### src/rtl/itda_pkg.sv
// Shared constants and types for the integer to decimal ASCII converter.
`timescale 1ns / 1ps
`default_nettype none

package itda_pkg;

  // Field geometry
  localparam int unsigned ValueW    = 32;
  localparam int unsigned CharW     = 8;
  localparam int unsigned PosW      = 4;
  localparam int unsigned NumDigits = 10;
  localparam int unsigned BcdW      = 4 * NumDigits;
  localparam int unsigned StepCntW  = $clog2(ValueW + 1);

  localparam logic [PosW-1:0] TermPos  = PosW'(11);
  localparam logic [PosW-1:0] LastDigitPos = PosW'(10);

  // Character codes
  localparam logic [CharW-1:0] ChSpace = 8'h20;
  localparam logic [CharW-1:0] ChZero  = 8'h30;
  localparam logic [CharW-1:0] ChMinus = 8'h2D;
  localparam logic [CharW-1:0] ChTerm  = 8'h00;

  // Status of the iterative BCD converter
  typedef struct packed {
    logic busy;
    logic done;
  } dbl_status_t;

endpackage

`default_nettype wire

### src/rtl/itda_if.sv
// Valid/ready channel interfaces for the input value and the output characters.
`timescale 1ns / 1ps
`default_nettype none

interface itda_in_if;
  logic                                 valid;
  logic                                 ready;
  logic signed [itda_pkg::ValueW-1:0]   value;

  modport source (output valid, output value, input ready);
  modport sink   (input valid, input value, output ready);
endinterface

interface itda_out_if;
  logic                          valid;
  logic                          ready;
  logic [itda_pkg::CharW-1:0]    char_code;
  logic [itda_pkg::PosW-1:0]     position;
  logic                          last;

  modport source (output valid, output char_code, output position, output last, input ready);
  modport sink   (input valid, input char_code, input position, input last, output ready);
endinterface

`default_nettype wire

### src/rtl/int_to_decimal_ascii.sv
// Top level: signed 32-bit integer to right-justified 12-character decimal field.
// Flow: an accepted transaction first runs 32 binary to BCD steps in the shared
// digit-correct-and-shift unit, then the field is handed off to the emitter.
// Throughput: one character per cycle while the sink is ready, 12 per item; input
// ready is high only when idle, so a new item is taken only after the terminator is loaded.
// Reset: asynchronous, active low; clears the sequencer and the output valid.
`timescale 1ns / 1ps
`default_nettype none

module int_to_decimal_ascii (
  input  wire logic      clk_i,
  input  wire logic      rst_ni,
  itda_in_if.sink        in_i,
  itda_out_if.source     out_o
);

  localparam logic [1:0] StIdle = 2'd0;
  localparam logic [1:0] StConv = 2'd1;
  localparam logic [1:0] StEmit = 2'd2;

  logic [1:0]                       state_q, state_d;
  logic                             neg_q, neg_d;
  logic [itda_pkg::PosW-1:0]        pos_q, pos_d;
  logic                             ovalid_q, ovalid_d;
  logic [itda_pkg::CharW-1:0]       ochar_q;
  logic [itda_pkg::PosW-1:0]        opos_q;
  logic                             olast_q;

  logic                             in_fire;
  logic                             out_load;
  logic [itda_pkg::ValueW-1:0]      mag;
  itda_pkg::dbl_status_t            dbl_status;
  logic [itda_pkg::BcdW-1:0]        bcd;
  logic [3:0]                       digits [itda_pkg::NumDigits];
  logic [3:0]                       num_digits;
  logic [3:0]                       dig_idx;
  logic [3:0]                       dig_sel;
  logic [itda_pkg::CharW-1:0]       char_nxt;

  assign in_i.ready = (state_q == StIdle);
  assign in_fire    = in_i.valid && in_i.ready;

  // Take the magnitude; the most negative value wraps to its true magnitude
  assign mag = in_i.value[itda_pkg::ValueW-1] ? (~in_i.value + 1'b1) : in_i.value;

  itda_dabble u_dabble (
    .clk_i    (clk_i),
    .rst_ni   (rst_ni),
    .start_i  (in_fire),
    .mag_i    (mag),
    .status_o (dbl_status),
    .bcd_o    (bcd)
  );

  // Split digits and count significant ones (at least one, for zero)
  always_comb begin
    num_digits = 4'd1;
    for (int i = 0; i < itda_pkg::NumDigits; i++) begin
      digits[i] = bcd[4*i +: 4];
      if (bcd[4*i +: 4] != 4'd0) begin
        num_digits = 4'(i + 1);
      end
    end
  end

  // Pick the character for the current position
  assign dig_idx = itda_pkg::LastDigitPos - pos_q;
  assign dig_sel = (pos_q == '0) ? 4'd0 : dig_idx;

  always_comb begin
    if (pos_q == itda_pkg::TermPos) begin
      char_nxt = itda_pkg::ChTerm;
    end else if (pos_q != '0 && dig_idx < num_digits) begin
      char_nxt = itda_pkg::ChZero + {4'd0, digits[dig_sel]};
    end else if (neg_q && dig_idx == num_digits) begin
      char_nxt = itda_pkg::ChMinus;
    end else begin
      char_nxt = itda_pkg::ChSpace;
    end
  end

  assign out_load = (state_q == StEmit) && (!ovalid_q || out_o.ready);

  // Sequence: idle, convert, emit the field
  always_comb begin
    state_d  = state_q;
    neg_d    = neg_q;
    pos_d    = pos_q;
    ovalid_d = ovalid_q;
    if (ovalid_q && out_o.ready) begin
      ovalid_d = 1'b0;
    end
    case (state_q)
      StIdle: begin
        if (in_fire) begin
          neg_d   = in_i.value[itda_pkg::ValueW-1];
          state_d = StConv;
        end
      end
      StConv: begin
        if (dbl_status.done) begin
          pos_d   = '0;
          state_d = StEmit;
        end
      end
      StEmit: begin
        if (out_load) begin
          ovalid_d = 1'b1;
          pos_d    = pos_q + itda_pkg::PosW'(1);
          if (pos_q == itda_pkg::TermPos) begin
            state_d = StIdle;
          end
        end
      end
      default: begin
        state_d = StIdle;
      end
    endcase
  end

  // Hold control state
  always_ff @(posedge clk_i or negedge rst_ni) begin
    if (!rst_ni) begin
      state_q  <= StIdle;
      neg_q    <= 1'b0;
      pos_q    <= '0;
      ovalid_q <= 1'b0;
    end else begin
      state_q  <= state_d;
      neg_q    <= neg_d;
      pos_q    <= pos_d;
      ovalid_q <= ovalid_d;
    end
  end

  // Load the output register
  always_ff @(posedge clk_i) begin
    if (out_load) begin
      ochar_q <= char_nxt;
      opos_q  <= pos_q;
      olast_q <= (pos_q == itda_pkg::TermPos);
    end
  end

  assign out_o.valid     = ovalid_q;
  assign out_o.char_code = ochar_q;
  assign out_o.position  = opos_q;
  assign out_o.last      = olast_q;

  // An accepted transaction starts the converter
  a_start_conv: assert property (@(posedge clk_i) disable iff (!rst_ni)
    in_fire |=> (state_q == StConv) && dbl_status.busy)
    else $error("conversion did not start after accepted transaction");

  // The converter finishes only while the sequencer waits for it
  a_done_in_conv: assert property (@(posedge clk_i) disable iff (!rst_ni)
    dbl_status.done |-> (state_q == StConv))
    else $error("converter done outside conversion state");

  // No emission while the converter is still shifting
  a_emit_idle_unit: assert property (@(posedge clk_i) disable iff (!rst_ni)
    (state_q == StEmit) |-> !dbl_status.busy)
    else $error("emitting while converter busy");

  // The terminator is the only last character and sits at the final position
  a_last_pos: assert property (@(posedge clk_i) disable iff (!rst_ni)
    out_o.valid |-> (out_o.last == (out_o.position == itda_pkg::TermPos)))
    else $error("last flag and position disagree");

endmodule

`default_nettype wire

### src/rtl/itda_dabble.sv
// Iterative binary to BCD converter: one shift-and-add-3 step per cycle.
`timescale 1ns / 1ps
`default_nettype none

module itda_dabble (
  input  wire logic                          clk_i,
  input  wire logic                          rst_ni,
  input  wire logic                          start_i,
  input  wire logic [itda_pkg::ValueW-1:0]   mag_i,
  output      itda_pkg::dbl_status_t         status_o,
  output      logic [itda_pkg::BcdW-1:0]     bcd_o
);

  logic                               busy_q, busy_d;
  logic                               done_q, done_d;
  logic [itda_pkg::StepCntW-1:0]      cnt_q, cnt_d;
  logic [itda_pkg::ValueW-1:0]        sh_q, sh_d;
  logic [itda_pkg::BcdW-1:0]          bcd_q, bcd_d;
  logic [itda_pkg::BcdW-1:0]          bcd_adj;

  // Correct each digit of five or more before the shift
  always_comb begin
    for (int i = 0; i < itda_pkg::NumDigits; i++) begin
      if (bcd_q[4*i +: 4] >= 4'd5) begin
        bcd_adj[4*i +: 4] = bcd_q[4*i +: 4] + 4'd3;
      end else begin
        bcd_adj[4*i +: 4] = bcd_q[4*i +: 4];
      end
    end
  end

  // Sequence the steps: load on start, shift while busy
  always_comb begin
    busy_d = busy_q;
    done_d = 1'b0;
    cnt_d  = cnt_q;
    sh_d   = sh_q;
    bcd_d  = bcd_q;
    if (start_i) begin
      busy_d = 1'b1;
      cnt_d  = itda_pkg::StepCntW'(itda_pkg::ValueW);
      sh_d   = mag_i;
      bcd_d  = '0;
    end else if (busy_q) begin
      bcd_d = {bcd_adj[itda_pkg::BcdW-2:0], sh_q[itda_pkg::ValueW-1]};
      sh_d  = {sh_q[itda_pkg::ValueW-2:0], 1'b0};
      cnt_d = cnt_q - itda_pkg::StepCntW'(1);
      if (cnt_q == itda_pkg::StepCntW'(1)) begin
        busy_d = 1'b0;
        done_d = 1'b1;
      end
    end
  end

  // Hold control state
  always_ff @(posedge clk_i or negedge rst_ni) begin
    if (!rst_ni) begin
      busy_q <= 1'b0;
      done_q <= 1'b0;
      cnt_q  <= '0;
    end else begin
      busy_q <= busy_d;
      done_q <= done_d;
      cnt_q  <= cnt_d;
    end
  end

  // Hold datapath
  always_ff @(posedge clk_i) begin
    sh_q  <= sh_d;
    bcd_q <= bcd_d;
  end

  assign status_o.busy = busy_q;
  assign status_o.done = done_q;
  assign bcd_o         = bcd_q;

endmodule

`default_nettype wire
### src/flat_wrapper.sv
// flat-port wrapper written by rule: the top's interface ports become plain ports
module int_to_decimal_ascii_flat 
  (clk_i, rst_ni, in_i_valid, in_i_value, in_i_ready, out_o_valid, out_o_char_code, out_o_position, out_o_last, out_o_ready);
  itda_in_if in_i_i ();
  itda_out_if out_o_i ();
  input  wire logic clk_i;
  input  wire logic rst_ni;
  input wire logic [$bits(in_i_i.valid)-1:0] in_i_valid;
  input wire logic [$bits(in_i_i.value)-1:0] in_i_value;
  output wire logic [$bits(in_i_i.ready)-1:0] in_i_ready;
  output wire logic [$bits(out_o_i.valid)-1:0] out_o_valid;
  output wire logic [$bits(out_o_i.char_code)-1:0] out_o_char_code;
  output wire logic [$bits(out_o_i.position)-1:0] out_o_position;
  output wire logic [$bits(out_o_i.last)-1:0] out_o_last;
  input wire logic [$bits(out_o_i.ready)-1:0] out_o_ready;
  assign in_i_i.valid = in_i_valid;
  assign in_i_i.value = in_i_value;
  assign in_i_ready = in_i_i.ready;
  assign out_o_valid = out_o_i.valid;
  assign out_o_char_code = out_o_i.char_code;
  assign out_o_position = out_o_i.position;
  assign out_o_last = out_o_i.last;
  assign out_o_i.ready = out_o_ready;
  int_to_decimal_ascii u_core (.clk_i(clk_i), .rst_ni(rst_ni), .in_i(in_i_i), .out_o(out_o_i));
endmodule
### config.mk
export PLATFORM = sky130hd
export DESIGN_NAME = int_to_decimal_ascii_flat
export DESIGN_NICKNAME = d
export VERILOG_FILES = /design/src/rtl/itda_pkg.sv /design/src/rtl/itda_if.sv /design/src/rtl/int_to_decimal_ascii.sv /design/src/rtl/itda_dabble.sv /design/src/flat_wrapper.sv
export SDC_FILE = /design/constraint.sdc
export NUM_CORES = 1
export LEC_CHECK = 0
export BUFFER_PORTS_ARGS = -buffer_cell sky130_fd_sc_hd__buf_2
export CAP_MARGIN = 5
export CORE_MARGIN = 1.5
export CORE_UTILIZATION = 30
export DETAILED_ROUTE_END_ITERATION = 10
export PLACE_DENSITY_LB_ADDON = 0.1
export RECOVER_POWER = 25
export SETUP_SLACK_MARGIN = 0.1
export SYNTH_ARGS = -nofsm -noshare
export SYNTH_HDL_FRONTEND = slang
export SYNTH_SLANG_ARGS = --single-unit
### constraint.sdc
create_clock -name clk_i -period 4.2 [get_ports clk_i]
set_clock_uncertainty 0.1 [all_clocks]
set_input_delay 0.21 -clock clk_i [delete_from_list [all_inputs] [get_ports clk_i]]
set_output_delay 0.21 -clock clk_i [all_outputs]
set_load 0.03 [all_outputs]
Word level (Yosys, flattened, before mapping)
Cells that the tools add are included.

Add/subtract/negate cells: 15. Order comparisons: 12. Equality and inequality tests: 9. Mux-type cells: 47. Bitwise gates (word level): 2. Reduce and logical (&&, ||, !) cells: 24.

Operators by type and width (count): 32-bit 2-to-1 mux (3); 4-bit 2-to-1 mux (23); 4-bit by 3-bit greater-or-equal comparator with 1-bit output (second input constant) (10); 4-bit nonzero test (10); 4-bit by 2-bit adder with 4-bit output (second input constant) (9); 32-bit by 1-bit adder with 32-bit output (second input constant) (1); 32-bit NOT (1); 4-bit binary-select mux with 4-bit select (1); 6-bit 2-to-1 mux (2); 2-bit 2-to-1 mux (5); 1-bit 2-to-1 mux (9); 8-bit 2-to-1 mux (1); 4-bit case mux with 2 select lines (1); 6-bit by 4-bit adder with 7-bit output (first input constant) (1); 6-bit by 1-bit equality test with 1-bit output (second input constant) (1); 2-bit case mux with 3 select lines (1); 6-bit by 1-bit subtractor with 6-bit output (second input constant) (1); 5-bit greater-or-equal comparator (second input constant) (1); 1-bit logical AND (5); 4-bit NOT with 5-bit output (1); 4-bit by 1-bit adder with 4-bit output (second input constant) (1); 4-bit equality test (1); 4-bit equality test (second input constant) (1); 4-bit zero test (1); 15 further kinds (18).

Register bits after elaboration: 101. Input port bits: 36. Output and inout bits: 15. Word-level logic and storage cells: 121.

Depth between registers and ports, before layout
Depth in word-level cells: 14. Depth in mapped cells: 13. Gate-level depth less buffers: 13.

Cells and area by module
A second synthesis with hierarchy kept.

Cell total of the unflattened synthesis: 671. Area, all modules: 6337.3 um^2.

By module, submodules not included: itda_dabble (times used 1, cells each 415, area each 4200.3 um^2, sequential area each 1961.9 um^2); int_to_decimal_ascii (times used 1, cells each 256, area each 2137.0 um^2, sequential area each 530.5 um^2).

Worst setup path before layout
OpenSTA, ideal clock, no wires.

Path kind: flip-flop to flip-flop. Start: reg u_core.pos_q[0] (netlist bit). End: reg u_core.ochar_q (netlist bit u_core.out_o.char_code[0]) (data pin). Library setup time: 0.158 ns. Arrival time: 2.680 ns. Required time: 3.942 ns. Setup slack: 1.262 ns. Cell stages (with the launch flop): 12. Buffers on the path: 2. Clock period less this slack: 2.938 ns. Cell sequence: dfrtp_1 clkbuf_1 inv_2 ha_1 clkbuf_1 inv_1 ha_1 nand2b_1 a21oi_1 nor3_1 or4_1 o211ai_1.

Word-level cells in the longest chain between the ends: 8. Elaborated cells on any way between the ends: 16. Classes of those cells: add/sub (2); order compare (1); eq/ne (2); mux (6); bitwise (1); reduce/logical (4).

RTL lines: start: declaration (line int_to_decimal_ascii.sv:23) `logic [itda_pkg::PosW-1:0] pos_q, pos_d;`; start signal: assignment (line int_to_decimal_ascii.sv:131) `pos_q <= pos_d;`; 4-bit subtractor / 4-bit zero test (equally long branches) (line int_to_decimal_ascii.sv:67, int_to_decimal_ascii.sv:68); 4-bit 2-to-1 mux (line int_to_decimal_ascii.sv:68) `assign dig_sel = (pos_q == '0) ? 4'd0 : dig_idx;`; 4-bit NOT with 5-bit output (implied by the code) (line int_to_decimal_ascii.sv:74) `char_nxt = itda_pkg::ChZero + {4'd0, digits[dig_sel]};`; 4-bit binary-select mux with 4-bit select (line int_to_decimal_ascii.sv:74); 4-bit 2-to-1 mux (implied by the code) (2 in a row) (line int_to_decimal_ascii.sv:74); 6-bit by 4-bit adder with 7-bit output (line int_to_decimal_ascii.sv:74); 8-bit 2-to-1 mux (line int_to_decimal_ascii.sv:73) `end else if (pos_q != '0 && dig_idx < num_digits) begin`; end signal: assignment (line int_to_decimal_ascii.sv:139) `ochar_q <= char_nxt;`; end: declaration (line int_to_decimal_ascii.sv:25) `logic [itda_pkg::CharW-1:0] ochar_q;`.

Several ways; a longest one is shown, not always the timed one. The select of a mux whose other input is x is not followed. A chain may end at the register's enable or synchronous reset.

Worst setup path in the final report
Start: reg u_core.pos_q[0] (netlist bit). End: reg u_core.ochar_q (netlist bit u_core.out_o.char_code[3]) (data pin).

Same word-level chain as after synthesis.

==> run summary <==
Status: complete, no violations
Worst-path clk slew: 0.07 ns
Mapped cell area: 6030 µm²
Slew headroom: 34.9%
M2 GR Usage: 24.0%
H-tree levels: 3
Vias in the first global route: 4691
Final RePlAce weighted congestion: 0.818
Synth warn: 0
Fin nets: 768
Root buffer cell: clkbuf_16
Num Clock Sinks: 99
Max Buffers Root-to-Sink: 2
CP Capture Type: flop
Post-synth EDFFs: 43
Async set or reset register ratio after synthesis: 16.2%
# DRC: 0
Worst hold slack: 0.0524 ns
Worst Path Arrival: 3.44 ns
Initial detailed-routing violation count: 175
Max Cap Viol: 0
M1 GR Usage: 18.3%
Req. time, crit path: 4.27 ns
First-pass detailed-route iteration total: 4
Register area: 2490 µm²
TritonCTS clock tree: done
Fmax: 297 MHz
Vias/cell: 4.85
Post-layout util: 34.7%
Antenna Violating Nets Remaining: 0
Post-CTS Setup Inserts: 0
Largest net degree at the start of global routing: 66
#FFs+latches synth: 99
FP Rows: 51
Fin. max-slew vios: 0
Startpoint types: flop
Diode count: 0
P&R area growth vs syn: 12.8%
Port buffer count: 48
Final Non-Filler Cells: 970
VDD IR max: 0.211 mV
Tot Pwr: 0.00520 W
Gr ovfl total: 0
Setup TNS: 0 ns
Ys flop type: edfxtp_1
Worst skew pair latency: 0.35 ns
Die Y: 145 µm
Synth cell types: 52
Multi-input gate area: 3300 µm²
Endpoints failing setup: 0
CTS Buf Count: 9
Fill cell count: 2074
WS Path Type: flop to flop
Share of cells above drive strength 1: 10.4%
Initial core utilization: 30.8%
Chip Width: 145 µm
Core region area: 19600 µm²
RSZ-0062 raised after global routing: no
Final hold viol count: 0
HP Class: input pin to flop
Power density over cell area: 764 nW/µm²
Routed WL: 13600 µm
Syn Inst Count: 664
Global-route wire length before repair: 23500 µm
Placed cells: 953
GR Util met3: 3.49%
Tmin final: 3.37 ns
Aggregate global-route resource usage: 14.3%
Num ports: 51
Busiest grt layer: met2
Sequential share of the synthesized area: 41.3%
Pleak: 2.79 nW
Die area: 21000 µm²
Final worst path period share: 80.3%
HPWL Detailed: 9880 µm
Crit path max fanout: 16
Worst-Margin Slew: 0.977 ns
Initial antenna violation count: 0
Syn Area/Cell: 9.09 µm²
DR WL/cell: 14.0 µm
Vias: 4707
## registers in the layout, indices dropped and copies added (netlist names)
name                    count
u_core.neg_q                1
u_core.out_o.char_code      6
u_core.out_o.last           1
u_core.out_o.position       4
u_core.out_o.valid          1
u_core.pos_q                4
u_core.state_q              2
u_core.u_dabble.bcd_o      40
u_core.u_dabble.busy_q      1
u_core.u_dabble.cnt_q       6
u_core.u_dabble.done_q      1
u_core.u_dabble.sh_q       32
## cells by family (layout without fill, tap and decap cells)
family,Yosys count,count (layout),synth area share [%]
muxes,32,32,5.99
adders and majority gates,32,32,6.63
buffers and inverters,64,104,4.11
AOI/OAI and AO/OA,155,155,15.6
and+or+nand+nor,228,228,18.7
xor gates and xnor gates,53,53,7.69
DFF,99,99,41.3
other,1,2,0.0621
## path summary, 6_finish.rpt
| check | from | slack [ns] | to | cells after the start |
|---|---|---|---|---|
| max | u_core.pos_q[0]$_DFFE_PN0P_ | 0.83 | u_core.out_o.char_code[3]$_SDFFCE_PP0P_ | 10 |
| min | out_o_ready | 0.05 | u_core.out_o.valid$_DFF_PN0_ | 3 |
| max reg2reg | u_core.pos_q[0]$_DFFE_PN0P_ | 0.83 | u_core.out_o.char_code[3]$_SDFFCE_PP0P_ | 10 |
| min reg2reg | u_core.u_dabble.done_q$_DFF_PN0_ | 0.35 | u_core.state_q[0]$_DFFE_PN0P_ | 1 |
| max in group asynchronous | rst_ni | 2.95 | u_core.u_dabble.busy_q$_DFF_PN0_ | 2 |
| min in group asynchronous | rst_ni | 0.43 | u_core.u_dabble.cnt_q[5]$_DFFE_PN0P_ | 2 |
## power by group
| group | switching, W | total, W | internal, W |
|---|---|---|---|
| sequential | 0.000378 | 0.00192 | 0.00154 |
| clock | 0.000355 | 0.000793 | 0.000438 |
| combinational | 0.00137 | 0.00248 | 0.00111 |
## cell usage in the layout, fill, tap and decap left out, types with 29 or more instances in the layout
cell type / netlist / final
a21oi_1: 39 / 39
nand2_1: 77 / 76
edfxtp_1: 43 / 43
inv_1: 31 / 31
ha_1: 32 / 32
o21ai_0: 53 / 53
xor2_1: 29 / 29
buf_2: 0 / 34
dfxtp_1: 40 / 40
nand2b_1: 37 / 37
nor2_1: 39 / 39
## layer usage
layer / routed length (µm) / part of all wire, %
met1: 6610 / 49
met2: 6320 / 47
met4: 148 / 1.1
met3: 495 / 3.6
met5: 0 / 0
## stage by stage
stage	area [µm²]	setup slack [ns]
after floorplan	6040	1.26
after global placement	6540	1.19
after detailed placement	6540	1.09
after CTS	6830	1.06
after global routing	6800	0.456
final	6800	0.829
## area by class of cell
type | count | share of cell area (%)
repair buffers | 56 | 4.14
clock buffers | 15 | 3.95
clock inverters | 1 | 0.110
flip-flops and latches | 99 | 36.6
inverters | 32 | 1.77
well taps | 265 | 4.87
multi-input cells | 502 | 48.5
## Yosys cell counts, types with 8 or more instances
cell | n | area [µm²]
a21o_1 | 9 | 67.6
a21oi_1 | 39 | 195
clkbuf_1 | 23 | 86.3
dfrtp_1 | 16 | 400
dfxtp_1 | 40 | 801
edfxtp_1 | 43 | 1290
ha_1 | 32 | 400
inv_1 | 31 | 116
mux2i_1 | 26 | 260
nand2_1 | 77 | 289
nand2b_1 | 37 | 231
nand3_1 | 26 | 130
nor2_1 | 39 | 146
nor3_1 | 8 | 40.0
o211ai_1 | 10 | 75.1
o21ai_0 | 53 | 265
o21ai_1 | 9 | 45.0
o41ai_1 | 13 | 114
xnor2_1 | 24 | 210
xor2_1 | 29 | 254
## worst max-delay path, stage by stage (launching register included)
cell and delay, ns:
dfrtp_1 0.36, clkbuf_1 0.74, ha_1 0.39, nand2b_1 0.15
nand2_1 0.06, ha_1 0.30, o21ai_0 0.15, a21oi_1 0.08
nor4_1 0.44, nand2_1 0.18, o221ai_1 0.25
## what timing repair did
| item | in CTS | in global routing |
|---|---|---|
| resized for setup | 0 | 0 |
| hold endpoints to repair | 16 | 0 |
| hold buffers | 1 | 0 |
Note: power is estimated with default switching activity, not from simulation.
